==> src/pbpc_pkg.sv <==
// Package for the push button press classifier.
// Holds the phase and event codes, register indexes and reset values.
// Used by push_button_press_classifier; depends on nothing.
package pbpc_pkg;

  // Timestamp width inside the block
  localparam int unsigned TIME_WIDTH_DEF = 32;
  // Debounce window in milliseconds
  localparam int unsigned DEBOUNCE_MS = 50;

  // Field widths
  localparam int unsigned NOW_W = 32;
  localparam int unsigned THR_W = 16;
  localparam int unsigned CFG_IDX_W = 2;
  localparam int unsigned CFG_DATA_W = 16;

  // Register indexes
  localparam logic [CFG_IDX_W-1:0] REG_NOTIFY_SHORT  = 2'd0;
  localparam logic [CFG_IDX_W-1:0] REG_NOTIFY_LONG   = 2'd1;
  localparam logic [CFG_IDX_W-1:0] REG_LONG_START_MS = 2'd2;
  localparam logic [CFG_IDX_W-1:0] REG_LONG_END_MS   = 2'd3;

  // Register reset values
  localparam logic [THR_W-1:0] LONG_START_RST = 16'd1000;
  localparam logic [THR_W-1:0] LONG_END_RST   = 16'd2000;

  // Press phase
  typedef enum logic [1:0] {
    PH_IDLE = 2'd0,
    PH_DOWN = 2'd1,
    PH_LONG = 2'd2,
    PH_WAIT = 2'd3
  } phase_e;

  // Reported event
  typedef enum logic [1:0] {
    EV_NONE       = 2'd0,
    EV_SHORT      = 2'd1,
    EV_LONG_PEND  = 2'd2,
    EV_LONG       = 2'd3
  } event_e;

endpackage

==> src/push_button_press_classifier.sv <==
// Top level of the push button press classifier.
// Input register, one-pass phase machine and output register; uses pbpc_pkg.
//
// Each request carries one button sample (level and millisecond timestamp) and
// yields exactly one event code: no change, short press, long press pending or
// long press. A new sample is taken every clock cycle while in_stall_o is low;
// each result passes through the input register, then the output register,
// and the phase machine reads and updates its state once per sample as that
// sample leaves the input register. Presses and releases count after more than
// 50 ms since the last level change; elapsed time wraps at TimeWidth bits and a
// negative difference never passes a threshold. With both notify enables clear
// the block reports no change and keeps its state. Write configuration only
// while no sample is in flight.
module push_button_press_classifier #(
  parameter int unsigned TimeWidth = pbpc_pkg::TIME_WIDTH_DEF
) (
  input  logic                             clk_i,
  input  logic                             rst_ni,
  // Sample channel
  input  logic                             in_valid_i,
  output logic                             in_stall_o,
  input  logic                             level_i,
  input  logic [pbpc_pkg::NOW_W-1:0]       now_ms_i,
  // Result channel
  output logic                             out_valid_o,
  input  logic                             out_stall_i,
  output logic [1:0]                       event_res_o,
  // Configuration write port
  input  logic                             cfg_we_i,
  input  logic [pbpc_pkg::CFG_IDX_W-1:0]   cfg_idx_i,
  input  logic [pbpc_pkg::CFG_DATA_W-1:0]  cfg_wdata_i
);

  // Configuration registers
  logic                          notify_short_q;
  logic                          notify_long_q;
  logic [pbpc_pkg::THR_W-1:0]    long_start_q;
  logic [pbpc_pkg::THR_W-1:0]    long_end_q;

  // Input stage
  logic                          in_valid_q;
  logic                          level_q;
  logic [pbpc_pkg::NOW_W-1:0]    now_q;
  logic                          in_accept;
  logic                          advance;
  logic                          work;

  // Machine state
  pbpc_pkg::phase_e              phase_q, phase_d;
  logic [TimeWidth-1:0]          last_q, last_d;

  // Output stage
  logic                          out_valid_q;
  pbpc_pkg::event_e              event_q, event_d;

  // Elapsed time compares
  logic [TimeWidth-1:0]          now_w;
  logic [TimeWidth-1:0]          elapsed;
  logic                          over_debounce;
  logic                          over_start;
  logic                          over_end;
  logic                          enabled;

  // Write configuration registers
  always_ff @(posedge clk_i or negedge rst_ni) begin
    if (!rst_ni) begin
      notify_short_q <= 1'b1;
      notify_long_q  <= 1'b1;
      long_start_q   <= pbpc_pkg::LONG_START_RST;
      long_end_q     <= pbpc_pkg::LONG_END_RST;
    end else if (cfg_we_i) begin
      case (cfg_idx_i)
        pbpc_pkg::REG_NOTIFY_SHORT:  notify_short_q <= cfg_wdata_i[0];
        pbpc_pkg::REG_NOTIFY_LONG:   notify_long_q  <= cfg_wdata_i[0];
        pbpc_pkg::REG_LONG_START_MS: long_start_q   <= cfg_wdata_i;
        pbpc_pkg::REG_LONG_END_MS:   long_end_q     <= cfg_wdata_i;
        default: ;
      endcase
    end
  end

  // Handshake: advance the input stage when the output register is empty or being taken
  assign advance    = !out_valid_q || !out_stall_i;
  assign in_stall_o = in_valid_q && !advance;
  assign in_accept  = in_valid_i && !in_stall_o;
  assign work       = in_valid_q && advance;

  // Hold the sample in the input register
  always_ff @(posedge clk_i or negedge rst_ni) begin
    if (!rst_ni) begin
      in_valid_q <= 1'b0;
    end else if (in_accept) begin
      in_valid_q <= 1'b1;
    end else if (advance) begin
      in_valid_q <= 1'b0;
    end
  end

  always_ff @(posedge clk_i) begin
    if (in_accept) begin
      level_q <= level_i;
      now_q   <= now_ms_i;
    end
  end

  // Fit the timestamp to the internal time width
  if (TimeWidth > pbpc_pkg::NOW_W) begin : g_now_wide
    assign now_w = {{(TimeWidth - pbpc_pkg::NOW_W){1'b0}}, now_q};
  end else begin : g_now_narrow
    assign now_w = now_q[TimeWidth-1:0];
  end

  // Wrapped elapsed time; a set top bit means negative and fails every compare
  assign elapsed = now_w - last_q;
  assign over_debounce = !elapsed[TimeWidth-1] &&
                         (elapsed > TimeWidth'(pbpc_pkg::DEBOUNCE_MS));
  assign over_start    = !elapsed[TimeWidth-1] && (elapsed > TimeWidth'(long_start_q));
  assign over_end      = !elapsed[TimeWidth-1] && (elapsed > TimeWidth'(long_end_q));
  assign enabled       = notify_short_q || notify_long_q;

  // Next phase and last change time
  always_comb begin
    phase_d = phase_q;
    last_d  = last_q;
    if (work && enabled) begin
      case (phase_q)
        pbpc_pkg::PH_IDLE: begin
          if (level_q) begin
            last_d = now_w;
            if (over_debounce) phase_d = pbpc_pkg::PH_DOWN;
          end
        end
        pbpc_pkg::PH_DOWN: begin
          if (!level_q) begin
            last_d = now_w;
            if (over_debounce) phase_d = pbpc_pkg::PH_IDLE;
          end else if (over_start) begin
            phase_d = pbpc_pkg::PH_LONG;
          end
        end
        pbpc_pkg::PH_LONG: begin
          if (over_end) phase_d = pbpc_pkg::PH_WAIT;
        end
        pbpc_pkg::PH_WAIT: begin
          if (!level_q) begin
            last_d = now_w;
            if (over_debounce) phase_d = pbpc_pkg::PH_IDLE;
          end
        end
        default: phase_d = pbpc_pkg::PH_IDLE;
      endcase
    end
  end

  // Event for the current sample
  always_comb begin
    event_d = pbpc_pkg::EV_NONE;
    if (enabled) begin
      case (phase_q)
        pbpc_pkg::PH_DOWN: begin
          if (!level_q) begin
            if (over_debounce) event_d = pbpc_pkg::EV_SHORT;
          end else if (over_start) begin
            event_d = pbpc_pkg::EV_LONG_PEND;
          end
        end
        pbpc_pkg::PH_LONG: begin
          if (over_end) event_d = pbpc_pkg::EV_LONG;
        end
        default: event_d = pbpc_pkg::EV_NONE;
      endcase
    end
  end

  // Update machine state
  always_ff @(posedge clk_i or negedge rst_ni) begin
    if (!rst_ni) begin
      phase_q <= pbpc_pkg::PH_IDLE;
      last_q  <= '0;
    end else begin
      phase_q <= phase_d;
      last_q  <= last_d;
    end
  end

  // Output register: load on advance, drop when taken
  always_ff @(posedge clk_i or negedge rst_ni) begin
    if (!rst_ni) begin
      out_valid_q <= 1'b0;
    end else if (advance) begin
      out_valid_q <= in_valid_q;
    end
  end

  always_ff @(posedge clk_i) begin
    if (work) begin
      event_q <= event_d;
    end
  end

  assign out_valid_o = out_valid_q;
  assign event_res_o = event_q;

  // Long press report leaves the machine waiting for release
  a_long_to_wait: assert property (@(posedge clk_i) disable iff (!rst_ni)
    (work && event_d == pbpc_pkg::EV_LONG) |=> (phase_q == pbpc_pkg::PH_WAIT))
    else $error("long press not followed by release wait");

  // Short press returns to idle and records the release time
  a_short_to_idle: assert property (@(posedge clk_i) disable iff (!rst_ni)
    (work && event_d == pbpc_pkg::EV_SHORT) |=>
      (phase_q == pbpc_pkg::PH_IDLE && last_q == $past(now_w)))
    else $error("short press did not return to idle with release time");

  // With both enables clear the state holds
  a_disabled_holds: assert property (@(posedge clk_i) disable iff (!rst_ni)
    (!notify_short_q && !notify_long_q) |=> ($stable(phase_q) && $stable(last_q)))
    else $error("state changed while notifications disabled");

  // A stalled sample stays in the input register
  a_stage_holds: assert property (@(posedge clk_i) disable iff (!rst_ni)
    (in_valid_q && !advance) |=> (in_valid_q && $stable(now_q) && $stable(level_q)))
    else $error("input stage lost a stalled sample");

  // A processed sample always yields a valid result next cycle
  a_result_follows: assert property (@(posedge clk_i) disable iff (!rst_ni)
    work |=> out_valid_q)
    else $error("processed sample produced no result");

endmodule

==> config.mk <==
export PLATFORM = sky130hd
export DESIGN_NAME = push_button_press_classifier
export DESIGN_NICKNAME = d
export VERILOG_FILES = /design/src/pbpc_pkg.sv /design/src/push_button_press_classifier.sv
export SDC_FILE = /design/constraint.sdc
export NUM_CORES = 1
export LEC_CHECK = 0
export ABC_AREA = 1
export CAP_MARGIN = 10
export CORE_MARGIN = 5
export CORE_UTILIZATION = 35
export DETAILED_ROUTE_END_ITERATION = 8
export DONT_BUFFER_PORTS = 1
export MAX_ROUTING_LAYER = met4
export PLACE_DENSITY_LB_ADDON = 0.05
export SYNTH_ARGS = -nofsm -noshare
export SYNTH_HDL_FRONTEND = slang
export SYNTH_SLANG_ARGS = --single-unit
export TNS_END_PERCENT = 5
==> constraint.sdc <==
create_clock -name clk_i -period 3.65 [get_ports clk_i]
set_clock_uncertainty 0.2 [all_clocks]
set_input_delay 0.1825 -clock clk_i [delete_from_list [all_inputs] [get_ports clk_i]]
set_output_delay 0.1825 -clock clk_i [all_outputs]
set_load 0.02 [all_outputs]
==> results of run 1 <==
worst min-delay path by stage:
stage / startpoint / to / slack, ns / cells past startpoint
global route: now_ms_i[7] / now_q[7] / 0.23 / 1
global placement: rst_ni / long_start_q[2] / -0.31 / 0
CTS: rst_ni / long_end_q[12] / 0.22 / 2
floorplan: rst_ni / in_valid_q / -0.31 / 0
finish: rst_ni / long_start_q[10] / 0.20 / 2
detailed placement: rst_ni / long_end_q[2] / -0.31 / 0
critical path: cells and delay by family (launching register included):
kind                       cells  cell delay, ns
DFF                            1            0.38
buffers and inverters          5            0.35
and+or+nand+nor               21            1.80
adders and majority gates      3            0.73
repair_timing:
action	4_1_cts	5_1_grt
hold buffers	60	0
hold endpoints to repair	141	0
endpoints found under the setup margin	0	4
setup buffers	0	7
gates resized for setup	0	32
state kept, by name (all words and copies together) (netlist names), 2 cells and up:
name / count
long_end_q: 16
phase_q: 2
last_q: 32
event_res_o: 2
now_q: 32
long_start_q: 16
layout by cell type (no fill, tap or decap), types with 4 or more instances in the layout:
cell type and n:
a21oi_2 5, dlygate4sd3_1 59, nand2_1 314, nand4_1 14
o21ai_0 38, nor3_1 4, ha_4 6, nand2_4 5
inv_2 21, o21bai_1 4, nand2_2 26, a21oi_1 62
nor2_2 17, inv_1 216, nand3_1 57, xor2_2 4
buf_4 11, nand3_2 8, edfxtp_1 35, xor2_1 4
clkbuf_16 9, dfstp_2 14, nor2_1 83, dfrtp_1 56
ha_1 56
report_power, final:
group | leakage [nW] | internal, W | switching [W]
combinational | 3.55 | 0.00167 | 0.00278
clock | 0.152 | 0.000599 | 0.000459
sequential | 1.13 | 0.00151 | 0.000117
kinds of logic (layout without fill, tap and decap cells):
family / Yosys count / after routing / share of synthesized area, %
buffers and inverters: 250 / 326 / 12.26
flip-flops: 105 / 105 / 36.85
AND/OR/NAND/NOR: 537 / 537 / 30.36
AO/OA/AOI/OAI: 120 / 120 / 8.617
adder cells (fa/ha/maj): 65 / 65 / 10.73
XOR/XNOR: 9 / 9 / 1.030
multiplexers: 1 / 1 / 0.1471
cell usage after synthesis, drive strengths merged:
library cell / count / area share [%]
nand2: 345 / 18
inv: 238 / 12
nor2: 100 / 5.4
a21oi: 67 / 4.6
nand3: 65 / 4.6
ha: 64 / 10
dfrtp: 56 / 18
o21ai: 38 / 2.5
edfxtp: 35 / 14
nand4: 15 / 1.3
dfstp: 14 / 4.8
clkbuf: 12 / 0.59
xor2: 8 / 0.92
nor3: 4 / 0.26
o21bai: 4 / 0.39
nand3b: 3 / 0.29
a211oi: 2 / 0.20
and3: 2 / 0.16
o211ai: 2 / 0.20
o21a: 2 / 0.20
a21boi: 1 / 0.098
a21o: 1 / 0.098
a31oi: 1 / 0.082
fa: 1 / 0.26
mux2: 1 / 0.15
nor3b: 1 / 0.098
nor4: 1 / 0.082
o211a: 1 / 0.13
o221ai: 1 / 0.11
or2: 1 / 0.082
xnor2: 1 / 0.11
per-stage QoR:
step | instance area, um^2 | hold WS (ns)
3_3_place_gp | 7995 | -0.3095
5_1_grt | 9136 | 0.2310
3_5_place_dp | 7995 | -0.3091
2_1_floorplan | 7652 | -0.3131
6_report | 9136 | 0.2025
4_1_cts | 8925 | 0.2176
area by class of cell:
type,count,area (um^2),area share (%)
inverters,238,895.9,9.806
well taps,280,350.3,3.835
multi-input cells,732,4046,44.29
repair buffers,72,711.9,7.792
flip-flops and latches,105,2820,30.87
clock inverters,6,82.58,0.9039
clock buffers,10,229.0,2.506
routing by layer:
| metal | up-vias | track usage, % | wire (um) |
|---|---|---|---|
| li1 | 3504 | - | - |
| met2 | 63 | 25.46 | 8424 |
| met5 | - | - | 0 |
| met3 | 14 | 2.460 | 428 |
| met1 | 2889 | 21.35 | 9646 |
| met4 | 0 | 4.015 | 261 |
==> results.txt, run 1 <==
Total Routing Usage GR: 15.96%
Startpoint Class: register
Crit path largest cell delay: 0.38 ns
Clock sink count: 105
Largest net degree at the start of global routing: 71
Post-Syn Instances: 1087
Root buf cell: clkbuf_16
First drt pass iteration count: 5
Crit. Startpoint: now_q[0]
Starting Density: 35.28%
Fillers: 2242
FP Rows: 54
Die Ht: 157.9 um
CTS tree: yes
Number of H-tree levels: 3
First-pass GRT wire length: 30640 um
IO buf count: 0
Relative slew slack: 24.54%
1st-iter DRT viols: 269
Reg-to-reg slack, setup: 0.11 ns
DRC: 0
Final min period: 3.540 ns
Via count: 6470
Nets: 1279
Fin. max-slew vios: 0
Ports: 60
RSZ-0062 raised after global routing: yes
Final WL: 18760 um
Post-Syn Area: 7652 um^2
CP endpoint: phase_q[0]
Fmax: 282.5 MHz
Number of synthesized register bits: 105
Placed cells: 1360
Fin cells: 1443
Path depth of the worst reg2reg path: 29
Final WS setup: 0.1096 ns
Place WS: 0.04722 ns
Worst R2R End: phase_q[0]
GR Overflow Total: 0
Vias in the first global route: 6195
HP Class: in2async
Routed Antenna Nets: 0
Max FO, Critical Path: 3
P_leak: 4.831 nW
Sequential area share after synthesis: 36.85%
Fin. Hold Viols: 0
Horiz. Die Dim: 157.9 um
Mean area per synthesized cell: 7.040 um^2
Setup TNS: 0 ns
Cts bufs inserted: 9
Max cap viols: 0
Worst-margin pin slew: 1.129 ns
Critical path's slowest cell: edfxtp_1
Clock latency at the later pin of the worst-skew pair: 0.36 ns
Peak VDD IR: 0.2734 mV
Worst Path Required: 3.75 ns
Max Root-Sink Buffers: 2
Drt via density: 4.484
Yosys Warn Count: 0
Synth cell types: 38
GPL Wtd Cong: 0.8556
Period utilization: 97.00%
Pwr Total: 0.007137 W
Layout Utilization: 42.13%
Core Region: 21690 um^2
Arr. time, crit path: 3.64 ns
Hpwl dp: 14700 um
Endpoints failing setup: 0
Die ar.: 24920 um^2
Clk slew on worst S/H paths: 0.07 ns
CP Capture Type: register
Status: finished clean
Layout cells sized above 1: 12.12%
P&R area growth vs syn: 19.39%
Worst R2R Start: now_q[0]
Initial antenna violation count: 0
Post-Syn Nets: 1208
Routed wire per std cell: 13.00 um
CP most frequent cell: nand2_1
Worst setup path class: reg2reg
Ant diodes: 0
PwrDens: 781.1 nW/um^2
Note: power is estimated with default switching activity, not from simulation.
==> run 2, diff against run 1 <==
CELL_PAD_IN_SITES_DETAIL_PLACEMENT = 1   (was not set)
CELL_PAD_IN_SITES_GLOBAL_PLACEMENT = 1   (was not set)
CTS_CLUSTER_DIAMETER = 200   (was not set)
==> run 2 against run 1 <==
  * Cell count is 0.28% higher
  * Sequential share of layout area fell by 0.54 points
  * Combinational power rose by 9.9%
  * Via count rose by 5.2%
  * Largest power group unchanged
  * Fmax is 2.4% higher
  * First-iteration DRC count fell by 5.9%
  * Hold slack better by 0.0073 ns
  * Non-clock buffer count rose by 4
  * Sequential cell count unchanged
  * Wire length increased by 19%
  * Highest routed layer unchanged
  * Utilization is 0.76 points higher
  * Largest cell class unchanged
==> results.txt, run 2 (synthesis gave the netlist of run 1 again) <==
Nets: 1283 (+0.31%)
Startpoint Class: register
Fin. max-slew vios: 0 (unchanged)
Max cap viols: 0 (unchanged)
Fin. Hold Viols: 0 (unchanged)
Net Sw Power: 0.003695 W (+10%)
PwrDens: 806.0 nW/um^2 (+3.2%)
P&R area growth vs syn: 21.53%
Relative slew slack: 24.83% (+0.29 points)
RSZ-0062 raised after global routing: yes
Clock latency at the later pin of the worst-skew pair: 0.37 ns (about the same)
Max FO, Critical Path: 5 (+2)
Clock sink count: 105 (unchanged)
Vias in the first global route: 6881 (+11%)
Starting Density: 35.28% (unchanged)
Routed wire per std cell: 15.47 um (+19%)
Post-DP Area: 8018 um^2 (+0.28%)
Drt via density: 4.704 (+4.9%)
Initial antenna violation count: 0 (unchanged)
Clock share of power: 12.9% (-1.9 points)
Final min period: 3.458 ns (-0.08199 ns)
Total Routing Usage GR: 18.78% (+2.8 points)
Design area: 9300 um^2 (+1.8%)
Worst Path Required: 3.71 ns (-0.04 ns)
Worst setup path class: reg2reg
Most common cell after layout, fill and taps aside: nand2_1
Logic pwr share: 65.2% (+2.8 points)
Period utilization: 94.75% (-2.2 points)
IO buf count: 0 (unchanged)
Number of H-tree levels: 3 (unchanged)
Fillers: 2693 (+20%)
P_leak: 4.840 nW (+0.19%)
Pwr Total: 0.007496 W (+5.0%)
GR Overflow Total: 0 (unchanged)
Final WS setup: 0.1916 ns (+0.08199 ns)
Switching Share: 49.29% (+2.2 points)
CP Capture Type: register
CTS tree: yes
Clk slew on worst S/H paths: 0.07 ns (about the same)
FP Rows: 54 (unchanged)
Max Root-Sink Buffers: 2 (unchanged)
Peak VDD IR: 0.2666 mV (-2.5%)
Endpoints failing setup: 0 (unchanged)
Horiz. Die Dim: 157.9 um (unchanged)
Top Layer Used: met4
First-pass GRT wire length: 35590 um (+16%)
Ant diodes: 0 (unchanged)
Regs by FF count: last_q (32), now_q (32)
Routed Antenna Nets: 0 (unchanged)
Arr. time, crit path: 3.52 ns (-0.12 ns)
HP Class: in2async
Register area: 2820 um^2 (unchanged)
Core Region: 21690 um^2 (unchanged)
GPL Wtd Cong: 0.8520 (-0.42%)
Worst-margin pin slew: 1.124 ns (-0.004281 ns)
Fmax: 289.2 MHz (+2.4%)
DRC: 0 (unchanged)
Multi-input gate area: 4222 um^2 (+4.3%)
WL met3: 631 um (+47%)
Root buf cell: clkbuf_16
Place WS: -0.03867 ns (-0.08589 ns)
Hold Slack: 0.2098 ns (+0.007299 ns)
P_int: 0.003801 W (+0.61%)
Die ar.: 24920 um^2 (unchanged)
Status: finished clean
Layout cells sized above 1: 14.48% (+2.4 points)
Sequential Power Share: 21.9% (-0.9 points)
First drt pass iteration count: 4 (-1)
Final WL: 22380 um (+19%)
Hpwl dp: 17420 um (+19%)
Met2 wire length: 10160 um (+21%)
Via count: 6806 (+5.2%)
Largest net degree at the start of global routing: 71 (unchanged)
Ports: 60 (unchanged)
Most frequent cells in the layout: nand2_1, inv_1, nor2_1, a21oi_1, dlygate4sd3_1
Setup TNS: 0 ns (unchanged)
Cts bufs inserted: 9 (unchanged)
1st-iter DRT viols: 253 (-5.9%)
M1 WL: 11410 um (+18%)
Die Ht: 157.9 um (unchanged)
run 2: power by group through the flow:
stage	logic, W	registers [W]	clock network [W]
final	0.00489	0.00164	0.000968
after global routing	0.00559	0.00167	0.00105
after CTS	0.00457	0.00164	0.00102
after detailed placement	0.00440	0.00166	0
after global placement	0.00436	0.00165	0
after floorplan	0.00322	0.00162	0
run 2: final cells by class:
class | count | area share, %
Timing Repair Buffer | 76 | 7.911
Inverter | 238 | 9.606
Clock buffer | 10 | 2.462
Multi-Input combinational cell | 732 | 45.39
Sequential cell | 105 | 30.32
Tap cell | 280 | 3.767
Clock inverter | 6 | 0.5381
run 2: repair_timing:
action                     in CTS  in global routing
setup buffers                   2                  7
hold buffers                   59                  0
hold endpoints to repair      141                  0
pin swaps                       7                 28
setup endpoints to repair       4                  4
resized for setup               6                 58
run 2: worst paths after layout:
path                         startpoint             end  slack [ns]  depth (start not counted)
min in group clk_i         now_ms_i[17]       now_q[17]        0.24                          1
min                              rst_ni       last_q[2]        0.21                          2
min reg2reg                  in_valid_q     out_valid_o        0.27                          2
max                            now_q[5]      phase_q[0]        0.19                         26
max reg2reg                    now_q[5]      phase_q[0]        0.19                         26
max in group asynchronous        rst_ni  notify_short_q        2.69                          2
run 2: critical path, cell delays in order, from the launching register on:
cell and delay, ns:
edfxtp_1 0.41, ha_2 0.35, nand2_1 0.10, nand2_2 0.09
nand2_1 0.12, nand2_1 0.07, nand2_1 0.11, nand3_2 0.11
or2_1 0.25, nand2_2 0.09, inv_2 0.05, ha_1 0.26
nand4_1 0.10, nor2_1 0.11, nand2_1 0.07, nor2_2 0.13
nand2_1 0.08, nor2_2 0.11, nand3_2 0.08, nand2_2 0.10
nand2_2 0.06, nand2_2 0.06, nand2_2 0.06, nand2_2 0.06
nor2_2 0.04, nand2_1 0.06, nand2_1 0.04
run 2: stage by stage:
stage | cells | util, %
6_report | 1447 | 42.88
5_1_grt | 1447 | 42.88
4_1_cts | 1440 | 41.21
3_5_place_dp | 1363 | 36.97
3_3_place_gp | 1363 | 36.97
2_1_floorplan | 1087 | -
run 2: per-layer routing:
metal / global-route usage [%] / vias to the layer above
met5: - / -
met4: 3.810 / 0
met3: 2.597 / 13
met2: 29.41 / 65
met1: 26.16 / 3214
li1: - / 3514
